**src/esa_pkg.sv**
```systemverilog
`timescale 1ns / 1ps
`default_nettype none

package esa_pkg;

    // default store geometry
    localparam int MAX_ENTITY_SLOTS_DEF = 1024;
    localparam int PROPERTY_SLOTS_DEF   = 16;

    // fixed field widths
    localparam int OP_W      = 3;
    localparam int ENT_IN_W  = 16;
    localparam int PROP_IN_W = 16;
    localparam int WORD_W    = 32;
    localparam int ENT_OUT_W = 10;
    localparam int CNT_OUT_W = 11;
    localparam int S_DATA_W  = 96;
    localparam int M_DATA_W  = 96;

    typedef enum logic [OP_W-1:0] {
        OP_ALLOC    = 3'd0,
        OP_FREE     = 3'd1,
        OP_GET      = 3'd2,
        OP_SET      = 3'd3,
        OP_COUNT    = 3'd4,
        OP_MARK     = 3'd5,
        OP_CHECKSUM = 3'd6
    } op_t;

    // controller -> datapath
    typedef struct packed {
        logic accept;
        logic clr_step;
        logic alloc_pop;
        logic alloc_fresh;
        logic reject;
        logic cnt_result;
        logic mark;
        logic cs_start;
        logic alloc_commit;
        logic free_commit;
        logic get_commit;
        logic set_commit;
        logic create;
        logic row_step;
        logic cs_acc;
        logic cs_next;
        logic cs_fin;
        logic out_load;
    } cmd_t;

    // datapath -> controller
    typedef struct packed {
        op_t  op;
        logic ent_ok;
        logic prop_ok;
        logic stack_empty;
        logic fresh_avail;
        logic valid;
        logic auto_on;
        logic pidx_last;
        logic id_last;
        logic out_free;
    } sts_t;

endpackage

`default_nettype wire

```
**src/esa_controller.sv**
```systemverilog
`timescale 1ns / 1ps
`default_nettype none

module esa_controller (
    input  wire logic          aclk,
    input  wire logic          aresetn,
    input  wire logic          s_tvalid,
    output logic               s_tready,
    input  wire esa_pkg::sts_t sts,
    output esa_pkg::cmd_t      cmd
);
    import esa_pkg::*;

    typedef enum logic [11:0] {
        ST_CLEAR   = 12'b000000000001,
        ST_IDLE    = 12'b000000000010,
        ST_DECODE  = 12'b000000000100,
        ST_VWAIT   = 12'b000000001000,
        ST_ACT     = 12'b000000010000,
        ST_ROWCLR  = 12'b000000100000,
        ST_CS_WAIT = 12'b000001000000,
        ST_CS_V    = 12'b000010000000,
        ST_CS_RD   = 12'b000100000000,
        ST_CS_ACC  = 12'b001000000000,
        ST_CS_FIN  = 12'b010000000000,
        ST_DONE    = 12'b100000000000
    } state_t;

    state_t state_reg;
    state_t state_next;

    always_ff @(posedge aclk) begin
        if (!aresetn) begin
            state_reg <= ST_CLEAR;
        end else begin
            state_reg <= state_next;
        end
    end

    assign s_tready = (state_reg == ST_IDLE);

    // sequencing of each request
    always_comb begin
        state_next = state_reg;
        cmd        = '0;
        unique case (state_reg)
            ST_CLEAR: begin
                cmd.clr_step = 1'b1;
                if (sts.id_last) begin
                    state_next = ST_IDLE;
                end
            end
            ST_IDLE: begin
                if (s_tvalid) begin
                    cmd.accept = 1'b1;
                    state_next = ST_DECODE;
                end
            end
            ST_DECODE: begin
                state_next = ST_DONE;
                case (sts.op)
                    OP_ALLOC: begin
                        if (!sts.stack_empty) begin
                            cmd.alloc_pop = 1'b1;
                            state_next    = ST_VWAIT;
                        end else if (sts.fresh_avail) begin
                            cmd.alloc_fresh = 1'b1;
                            state_next      = ST_VWAIT;
                        end else begin
                            cmd.reject = 1'b1;
                        end
                    end
                    OP_FREE: begin
                        if (sts.ent_ok) begin
                            state_next = ST_VWAIT;
                        end else begin
                            cmd.reject = 1'b1;
                        end
                    end
                    OP_GET, OP_SET: begin
                        if (sts.ent_ok && sts.prop_ok) begin
                            state_next = ST_VWAIT;
                        end else begin
                            cmd.reject = 1'b1;
                        end
                    end
                    OP_COUNT: cmd.cnt_result = 1'b1;
                    OP_MARK:  cmd.mark = 1'b1;
                    OP_CHECKSUM: begin
                        cmd.cs_start = 1'b1;
                        state_next   = ST_CS_WAIT;
                    end
                    default: cmd.reject = 1'b1;
                endcase
            end
            ST_VWAIT: state_next = ST_ACT;
            ST_ACT: begin
                state_next = ST_DONE;
                case (sts.op)
                    OP_ALLOC: begin
                        cmd.alloc_commit = 1'b1;
                        state_next       = ST_ROWCLR;
                    end
                    OP_FREE: begin
                        cmd.free_commit = sts.valid;
                        cmd.reject      = !sts.valid;
                    end
                    OP_GET: begin
                        cmd.get_commit = sts.valid;
                        cmd.reject     = !sts.valid;
                    end
                    OP_SET: begin
                        if (sts.valid) begin
                            cmd.set_commit = 1'b1;
                        end else if (sts.auto_on) begin
                            cmd.create = 1'b1;
                            state_next = ST_ROWCLR;
                        end else begin
                            cmd.reject = 1'b1;
                        end
                    end
                    default: cmd.reject = 1'b0;
                endcase
            end
            ST_ROWCLR: begin
                cmd.row_step = 1'b1;
                if (sts.pidx_last) begin
                    state_next = ST_DONE;
                end
            end
            ST_CS_WAIT: state_next = ST_CS_V;
            ST_CS_V: begin
                if (sts.valid) begin
                    state_next = ST_CS_ACC;
                end else if (sts.id_last) begin
                    state_next = ST_CS_FIN;
                end else begin
                    cmd.cs_next = 1'b1;
                    state_next  = ST_CS_WAIT;
                end
            end
            ST_CS_RD: state_next = ST_CS_ACC;
            ST_CS_ACC: begin
                cmd.cs_acc = 1'b1;
                if (!sts.pidx_last) begin
                    state_next = ST_CS_RD;
                end else if (sts.id_last) begin
                    state_next = ST_CS_FIN;
                end else begin
                    state_next = ST_CS_V;
                    cmd.cs_next = 1'b1;
                    state_next  = ST_CS_WAIT;
                end
            end
            ST_CS_FIN: begin
                cmd.cs_fin = 1'b1;
                state_next = ST_DONE;
            end
            ST_DONE: begin
                if (sts.out_free) begin
                    cmd.out_load = 1'b1;
                    state_next   = ST_IDLE;
                end
            end
            default: state_next = ST_CLEAR;
        endcase
    end

endmodule

`default_nettype wire

```
**config.mk**
```make
export PLATFORM = sky130hd
export DESIGN_NAME = esa_controller
export DESIGN_NICKNAME = d
export VERILOG_FILES = /design/src/esa_pkg.sv /design/src/esa_controller.sv
export SDC_FILE = /design/constraint.sdc
export NUM_CORES = 1
export LEC_CHECK = 0
export ABC_AREA = 1
export ABC_CLOCK_PERIOD_IN_PS = 3600
export BUFFER_PORTS_ARGS = -buffer_cell sky130_fd_sc_hd__buf_2
export CORE_ASPECT_RATIO = 0.7
export CORE_UTILIZATION = 40
export CTS_CLUSTER_DIAMETER = 40
export DETAILED_ROUTE_END_ITERATION = 8
export PLACE_DENSITY = 0.65
export SLEW_MARGIN = 20
export SYNTH_ARGS = -nofsm -noshare
export SYNTH_HDL_FRONTEND = slang
export SYNTH_SLANG_ARGS = --single-unit
```
**constraint.sdc**
```tcl
create_clock -name aclk -period 3.6 [get_ports aclk]
set_input_delay 0.72 -clock aclk [delete_from_list [all_inputs] [get_ports aclk]]
set_output_delay 0.72 -clock aclk [all_outputs]
set_load 0.005 [all_outputs]
```
==> results.yml, run 1 <==
run_status:
  outcome: "finished clean"
die:
  ios: 34
  die_area_um2: 2837
  start_util_pct: 42.37
  core_um2: 2477
  rows: 15
  dieWidth_um: 63.23
  die_h_um: 44.86
power_and_ir_drop:
  pwr-share-clk_pct: 30.0
  power_density_nw_per_um2: 315.8
  ir_drop_mv: 0.1702
  power_switching_share_pct: 35.84
  p_sw_mw: 0.1470
  p_int_mw: 0.2632
  p_leak_nw: 0.7543
  power_mw: 0.4102
  pwr-share-comb_pct: 34.2
  pwr-share-seq_pct: 35.7
layout:
  multi_input_area_um2: 654.4
  drive_above_1_share_pct: 26.58
  filler_cell_count: 261
  regArea_um2: 240.2
  syn2layout_area_growth_pct: 23.72
  fin_cells: 256
  final_common_cell: "nand2_1"
  antenna_cells: 0
  largest_reg_flops: 12
  nNetsFinal: 239
  layout_common_cells: "nand2_1 (44), inv_1 (38), buf_2 (33), nor2_1 (27), nor3_1 (16)"
  utilization_pct: 52.42
clock_network:
  post_cts_buffers: 0
  cts.hold.buffers_added: 0
  cts.sinks: 12
  cts_resized: 0
  cts_tree: "yes"
  numCtsBuffers: 3
  h-tree-depth: 1
  clock_latency_ns: 0.24
  clockBufferDepth: 2
  clkTransAtPathRegs_ns: 0.05
  cts_root_buffer: "clkbuf_8"
global_routing:
  antenna_found_initial: 0
  track_usage_pct: 21.20
  grt_pass1_vias: 1052
  grt_start_max_net_pins: 9
  globalRouteOverflowTotal: 0
  grt_pass1_wl_mm: 4.574
place:
  globalplace.congestion: 0.8821
  detailed_place_hpwl_mm: 2.277
  dp.cells: 253
  io_buffers: 33
worst_setup_path:
  timing.rr.start: "state_reg[1]"
  rr_endpoint: "state_reg[0]"
  worst-r2r-setup-slack_ns: 2.18
  cp-start-kind: "input port"
  cp_max_fo: 5
  crit_start: "sts[9]"
  path_class: "in -> out"
  ff2ff_path_depth: 10
  crit_end: "cmd[13]"
  cp-end-kind: "primary output"
  critPathArrivalTime_ns: 1.78
  worstPathRequired_ns: 2.88
timing:
  rsz0062_at_grt: "no"
  fin_tns_setup_ns: 0
  slew_viol_final: 0
  finalSetupViolations: 0
  fin_hold_ws_ns: 0.5653
  maxSlewHeadroom_pct: 77.86
  finalHoldViolCount: 0
  fin_crit_sh_pct: 69.42
  fin_skew_ns: 0.004217
  max_freq_mhz: 400.2
  worst_pin_slew_ns: 0.3296
  fin_crit_ns: 2.499
yosys:
  seq_area_frac_synth_pct: 22.88
  syn_inst: 186
  ys_warn_count: 0
  avgSynthCellArea_um2: 5.644
  syn_area_um2: 1050
  synth-seq-cells: 12
  ys_types: 22
  syn_nets: 201
min_path:
  hold_path_class: "reg -> reg"
routing:
  vias: 1212
  via_per_inst: 4.734
  drtPass1Iterations: 4
  routedWlPerCell_um: 10.66
  route.detailed.drc: 0
  drt_wl_total_mm: 2.729
  drtIter0Drc: 46
  ant_nets: 0
run:
  drv_cap: 0
[worst max-delay path, stage by stage]
cell      delay [ns]
buf_2           0.13
inv_1           0.11
nor3_1          0.28
nand2_1         0.13
nand3_1         0.09
nand2_1         0.06
o311ai_0        0.09
buf_2           0.17
[final cells by class]
type,count,share of cell area [%]
multi-input combinational,133,50.39
clock buffer,3,3.179
inverter,41,11.95
tap,34,3.276
timing repair buffer,33,12.72
sequential,12,18.50
[worst min path at each step]
stage / start / end / slack (ns) / depth (start not counted)
floorplan: state_reg[2] / state_reg[4] / 0.51 / 3
global placement: state_reg[7] / state_reg[7] / 0.54 / 3
detailed placement: state_reg[7] / state_reg[7] / 0.56 / 3
CTS: state_reg[7] / state_reg[7] / 0.57 / 3
global route: state_reg[7] / state_reg[7] / 0.61 / 3
finish: state_reg[7] / state_reg[7] / 0.57 / 3
[layer usage]
layer	track usage [%]	vias to the layer above	wire [um]
met5	0	-	0
met4	5.455	0	21
met3	6.061	4	144
met2	33.55	25	1163
met1	28.73	532	1400
li1	-	651	-
[synthesized netlist by cell type, drive strengths merged]
| cell | n | area share, % |
|---|---|---|
| nand2 | 53 | 22 |
| inv | 40 | 14 |
| nor2 | 37 | 18 |
| nor3 | 16 | 7.6 |
| nand3 | 13 | 6.7 |
| dfxtp | 12 | 23 |
| a21oi | 3 | 1.4 |
| nand4 | 3 | 1.8 |
| o21ai | 2 | 0.95 |
| clkinv | 1 | 0.48 |
| nor4 | 1 | 0.60 |
| o211ai | 1 | 0.72 |
| o221ai | 1 | 0.83 |
| o22ai | 1 | 0.60 |
| o311ai | 1 | 0.83 |
| o31ai | 1 | 0.72 |
[cells by family after synthesis]
group	synth area share, %
buffers and inverters	14.78
and+or+nand+nor	56.26
AOI/OAI and AO/OA	6.080
DFF	22.88
[metrics by stage]
step | setup slack [ns] | area (um^2)
2_1_floorplan | 1.540 | 1050
3_3_place_gp | 1.206 | 1257
3_5_place_dp | 1.137 | 1257
4_1_cts | 1.136 | 1299
5_1_grt | 1.011 | 1299
6_report | 1.101 | 1299
[power by group through the flow]
stage | Clock [mW] | Sequential [mW] | Combinational (mW)
after floorplan | 0 | 0.148 | 0.0994
after global placement | 0 | 0.149 | 0.138
after detailed placement | 0 | 0.149 | 0.139
after CTS | 0.126 | 0.147 | 0.140
after global routing | 0.131 | 0.148 | 0.159
final | 0.123 | 0.147 | 0.140
Power figures use the tool's default switching activity.
==> run 2, diff against run 1 <==
--- a/config.mk
+++ b/config.mk
@@ -6,7 +6,7 @@
 export NUM_CORES = 1
 export LEC_CHECK = 0
 export ABC_AREA = 1
-export ABC_CLOCK_PERIOD_IN_PS = 3600
+export ABC_CLOCK_PERIOD_IN_PS = 2300
 export BUFFER_PORTS_ARGS = -buffer_cell sky130_fd_sc_hd__buf_2
 export CORE_ASPECT_RATIO = 0.7
 export CORE_UTILIZATION = 40
==> constraint.sdc (replaced) <==
create_clock -name aclk -period 2.3 [get_ports aclk]
set_input_delay 0.46 -clock aclk [delete_from_list [all_inputs] [get_ports aclk]]
set_output_delay 0.46 -clock aclk [all_outputs]
set_load 0.005 [all_outputs]
==> run 2 against run 1 <==
Sequential share of layout area is the same; clock-buffer cell count unchanged; hold slack got worse by 0.14 ns; combinational power increased by 57%; global-route usage fell by 0.47 points; highest routed layer unchanged; die area stayed put; sequential power rose by 56%; clock power rose by 55%; largest cell class unchanged; critical endpoint is now cmd[11]; power increased by 56%.
==> results.yml, run 2 (same netlist as run 1, synthesis figures left out) <==
power_and_ir_drop:
  pwr-share-clk_pct: 29.8
  power_switching_share_pct: 35.64
  p_int_mw: 0.4119
  pwr-share-comb_pct: 34.4
  p_sw_mw: 0.2281
  pwr-share-seq_pct: 35.8
  power_density_nw_per_um2: 492.8
  ir_drop_mv: 0.3614
  power_mw: 0.6400
  p_leak_nw: 0.7543
place:
  io_buffers: 33
  detailed_place_hpwl_mm: 2.330
  globalplace.congestion: 0.8923
routing:
  routedWlPerCell_um: 10.57
  via_per_inst: 4.805
  drtPass1Iterations: 4
  route.detailed.drc: 0
  drt_wl_total_mm: 2.707
  drtIter0Drc: 48
  vias: 1230
  ant_nets: 0
timing:
  rsz0062_at_grt: "no"
  fin_crit_sh_pct: 91.15
  fin_tns_setup_ns: 0
  worst_pin_slew_ns: 0.3625
  finalHoldViolCount: 0
  fin_crit_ns: 2.096
  fin_skew_ns: 0.003072
  slew_viol_final: 0
  finalSetupViolations: 0
  max_freq_mhz: 477.0
  maxSlewHeadroom_pct: 75.65
clock_network:
  numCtsBuffers: 3
  cts_resized: 0
  h-tree-depth: 1
  cts.sinks: 12
  cts.hold.buffers_added: 0
  clkTransAtPathRegs_ns: 0.05
  clock_latency_ns: 0.24
  post_cts_buffers: 0
  cts_root_buffer: "clkbuf_8"
  cts_tree: "yes"
  clockBufferDepth: 2
layout:
  final_common_cell: "nand2_1"
  drive_above_1_share_pct: 26.58
  layout_common_cells: "nand2_1 (44), inv_1 (38), buf_2 (33), nor2_1 (27), nor3_1 (16)"
  largest_reg_flops: 12
  syn2layout_area_growth_pct: 23.72
  antenna_cells: 0
  nNetsFinal: 239
run_status:
  outcome: "finished clean"
global_routing:
  antenna_found_initial: 0
  globalRouteOverflowTotal: 0
  grt_pass1_vias: 1050
  grt_pass1_wl_mm: 4.540
  track_usage_pct: 20.73
  grt_start_max_net_pins: 9
die:
  die_area_um2: 2837
  ios: 34
  dieWidth_um: 63.23
  die_h_um: 44.86
  rows: 15
  core_um2: 2477
  start_util_pct: 42.37
min_path:
  hold_path_class: "in -> reg"
run:
  drv_cap: 0
worst_setup_path:
  cp-end-kind: "primary output"
  critPathArrivalTime_ns: 1.64
  cp-start-kind: "flip-flop"
  cp_max_fo: 5
  path_class: "reg -> out"
  worstPathRequired_ns: 1.84
==> run 2: cell counts in the layout (fill, tap and decap cells not counted) <==
No cell type changed its count.
==> run 2: per-layer routing <==
metal	routed length [um]	track usage, %	up-vias
met2	1179	33.76	25
met1	1382	28.48	548
met5	0	0	-
li1	-	-	653
met3	127	4.798	4
met4	18	4.091	0
==> run 2: stage by stage <==
step | setup WS, ns | utilization [%] | instances | hold slack, ns | area, um^2
after floorplan | 0.6983 | - | 186 | 0.5126 | 1050
after global placement | 0.4278 | 50.76 | 253 | 0.5395 | 1257
after detailed placement | 0.3720 | 50.76 | 253 | 0.5388 | 1257
after CTS | 0.1865 | 52.42 | 256 | 0.4197 | 1299
after global routing | 0.09374 | 52.42 | 256 | 0.4269 | 1299
final | 0.2036 | 52.42 | 256 | 0.4245 | 1299
==> run 2: cell type report <==
cell class                      instances  area [um^2]
Timing Repair Buffer                   33        165.2
Clock buffer                            3        41.29
Multi-Input combinational cell        133        654.4
Fill cell                             270         1179
Tap cell                               34        42.54
Inverter                               41        155.1
Sequential cell                        12        240.2
==> run 2: path summary, 6_finish.rpt <==
kind / from / end / slack, ns / depth (start not counted)
worst max-delay path: state_reg[6] / cmd[11] / 0.20 / 8
worst min-delay path: sts[2] / state_reg[8] / 0.42 / 2
worst max register to register: state_reg[6] / state_reg[0] / 0.88 / 10
worst min register to register: state_reg[7] / state_reg[7] / 0.54 / 3
==> run 2: power groups by stage <==
stage	clock network (mW)	registers, mW	logic (mW)
after global placement	0	0.233	0.216
final	0.191	0.229	0.220
after CTS	0.199	0.229	0.220
after global routing	0.202	0.230	0.250
after floorplan	0	0.232	0.156
after detailed placement	0	0.233	0.219
==> run 2: critical path: stages, from the launching register on <==
cell     delay (ns)
dfxtp_1        0.32
nor2_1         0.13
nand2_2        0.12
nor2_4         0.23
nand2_4        0.12
nor2_4         0.13
inv_1          0.06
nor3_1         0.13
buf_2          0.14
==> run 3, diff against run 2 <==
--- a/config.mk
+++ b/config.mk
@@ -9,10 +9,11 @@
 export ABC_CLOCK_PERIOD_IN_PS = 2300
 export BUFFER_PORTS_ARGS = -buffer_cell sky130_fd_sc_hd__buf_2
 export CORE_ASPECT_RATIO = 0.7
-export CORE_UTILIZATION = 40
+export CORE_UTILIZATION = 50
 export CTS_CLUSTER_DIAMETER = 40
 export DETAILED_ROUTE_END_ITERATION = 8
-export PLACE_DENSITY = 0.65
+export GPL_ROUTABILITY_DRIVEN = 0
+export PLACE_DENSITY = 0.79
 export SLEW_MARGIN = 20
 export SYNTH_ARGS = -nofsm -noshare
 export SYNTH_HDL_FRONTEND = slang
==> run 3 against run 2 <==
Sequential share of layout area grew 0.22 points; wire length grew 1.1%; fmax shrank 0.34%; via count grew 4.1%; sequential power is essentially flat; combinational power is essentially flat; critical path type unchanged; largest power group unchanged.
==> results.yml, run 3 (same netlist as run 1, synthesis figures left out) <==
routing:
  vias: 1281
  route.detailed.drc: 0
  drt_wl_total_mm: 2.737
  drtPass1Iterations: 4
  ant_nets: 0
  drtIter0Drc: 61
  routedWlPerCell_um: 11.17
  via_per_inst: 5.229
timing:
  rsz0062_at_grt: "no"
  slew_viol_final: 0
  fin_crit_sh_pct: 91.46
  max_freq_mhz: 475.4
  finalSetupViolations: 0
  finalHoldViolCount: 0
  fin_crit_ns: 2.103
  worst_pin_slew_ns: 0.3417
  fin_skew_ns: 0.008184
  maxSlewHeadroom_pct: 77.05
  fin_tns_setup_ns: 0
layout:
  layout_common_cells: "nand2_1 (44), inv_1 (38), buf_2 (33), nor2_1 (27), nor3_1 (15)"
  largest_reg_flops: 12
  antenna_cells: 0
  filler_cell_count: 186
  final_common_cell: "nand2_1"
  nNetsFinal: 239
  syn2layout_area_growth_pct: 22.29
  utilization_pct: 66.88
  drive_above_1_share_pct: 27.35
global_routing:
  antenna_found_initial: 0
  globalRouteOverflowTotal: 0
  grt_start_max_net_pins: 9
  grt_pass1_vias: 1001
  grt_pass1_wl_mm: 4.250
  track_usage_pct: 25.16
worst_setup_path:
  cp-start-kind: "flip-flop"
  cp_max_fo: 5
  crit_top_cell: "nor2_4"
  slowest_stage: "dfxtp_1"
  critPathArrivalTime_ns: 1.64
  path_class: "reg -> out"
  crit_chain: "nor2_1, nand2_2, nor2_4, nand2_4, nor2_4, inv_1, nor3_1, buf_2"
  slowest_delay_ns: 0.34
  cp-end-kind: "primary output"
  worstPathRequired_ns: 1.84
run_status:
  outcome: "finished clean"
die:
  core_um2: 1919
  ios: 34
  dieWidth_um: 56.77
  die_area_um2: 2290
  start_util_pct: 54.69
  rows: 13
  die_h_um: 40.34
place:
  io_buffers: 33
  detailed_place_hpwl_mm: 2.288
run:
  drv_cap: 0
clock_network:
  clkTransAtPathRegs_ns: 0.09
  numCtsBuffers: 3
  clock_latency_ns: 0.29
  cts.sinks: 12
  clockBufferDepth: 2
  h-tree-depth: 1
  cts_root_buffer: "clkbuf_4"
  cts_tree: "yes"
power_and_ir_drop:
  pwr-share-clk_pct: 28.2
  p_int_mw: 0.3925
  pwr-share-seq_pct: 36.4
  p_leak_nw: 0.7552
  p_sw_mw: 0.2365
  pwr-share-comb_pct: 35.4
  power_density_nw_per_um2: 489.9
  power_switching_share_pct: 37.60
  ir_drop_mv: 0.3597
min_path:
  hold_path_class: "in -> reg"
==> run 3: cell count changes in the layout (fill, tap and decap cells not counted), sizes merged <==
cell / before / now
clkbuf: 3 / 4
==> run 3: critical path: cells and delay by family, from the launching register on <==
family | cells | cell delay, ns
flip-flops | 1 | 0.34
buffers and inverters | 2 | 0.21
AND/OR/NAND/NOR | 6 | 0.81
==> run 3: final cells by class <==
| class | instances | area (um^2) | share of cell area, % |
|---|---|---|---|
| multi-input cells | 133 | 659.4 | 51.36 |
| flip-flops and latches | 12 | 240.2 | 18.71 |
| repair buffers | 33 | 165.2 | 12.87 |
| inverters | 41 | 155.1 | 12.09 |
| clock buffers | 4 | 36.28 | 2.827 |
| well taps | 22 | 27.53 | 2.144 |
==> run 3: worst paths after layout <==
check	start	to	slack, ns	cells after the start
min reg2reg	state_reg[7]	state_reg[7]	0.56	3
max	state_reg[6]	cmd[11]	0.20	8
max reg2reg	state_reg[9]	state_reg[0]	0.88	10
min	sts[2]	state_reg[8]	0.38	2
==> run 3: power groups by stage <==
stage	clock (mW)	combinational, mW	sequential [mW]
final	0.177	0.223	0.229
after global routing	0.186	0.245	0.230
after detailed placement	0	0.218	0.234
after CTS	0.178	0.219	0.229
after floorplan	0	0.156	0.232
after global placement	0	0.213	0.233
==> run 3: timing repair <==
| item | 4_1_cts | 5_1_grt |
|---|---|---|
| resized for setup | 0 | 2 |
| hold endpoints to repair | 0 | 0 |
| setup endpoints to repair | 0 | 1 |
| hold buffers | 0 | 0 |
| setup buffers | 0 | 0 |
==> run 3: per-stage QoR <==
step | hold slack, ns | power [mW] | cells | instance area, um^2 | setup WS [ns]
finish | 0.3760 | 0.6290 | 245 | 1284 | 0.1965
global route | 0.3811 | 0.6608 | 245 | 1284 | 0.08295
CTS | 0.3768 | 0.6256 | 245 | 1279 | 0.1702
detailed placement | 0.5446 | 0.4523 | 241 | 1242 | 0.3854
global placement | 0.5370 | 0.4462 | 241 | 1242 | 0.4338
floorplan | 0.5126 | 0.3871 | 186 | 1050 | 0.6983
==> run 3: metal layers <==
layer	global-route usage (%)	vias up	wire (um)
met2	40.18	32	1257
met4	6.707	0	17
met5	0	-	0
li1	-	650	-
met3	6.774	4	153
met1	34.16	595	1309
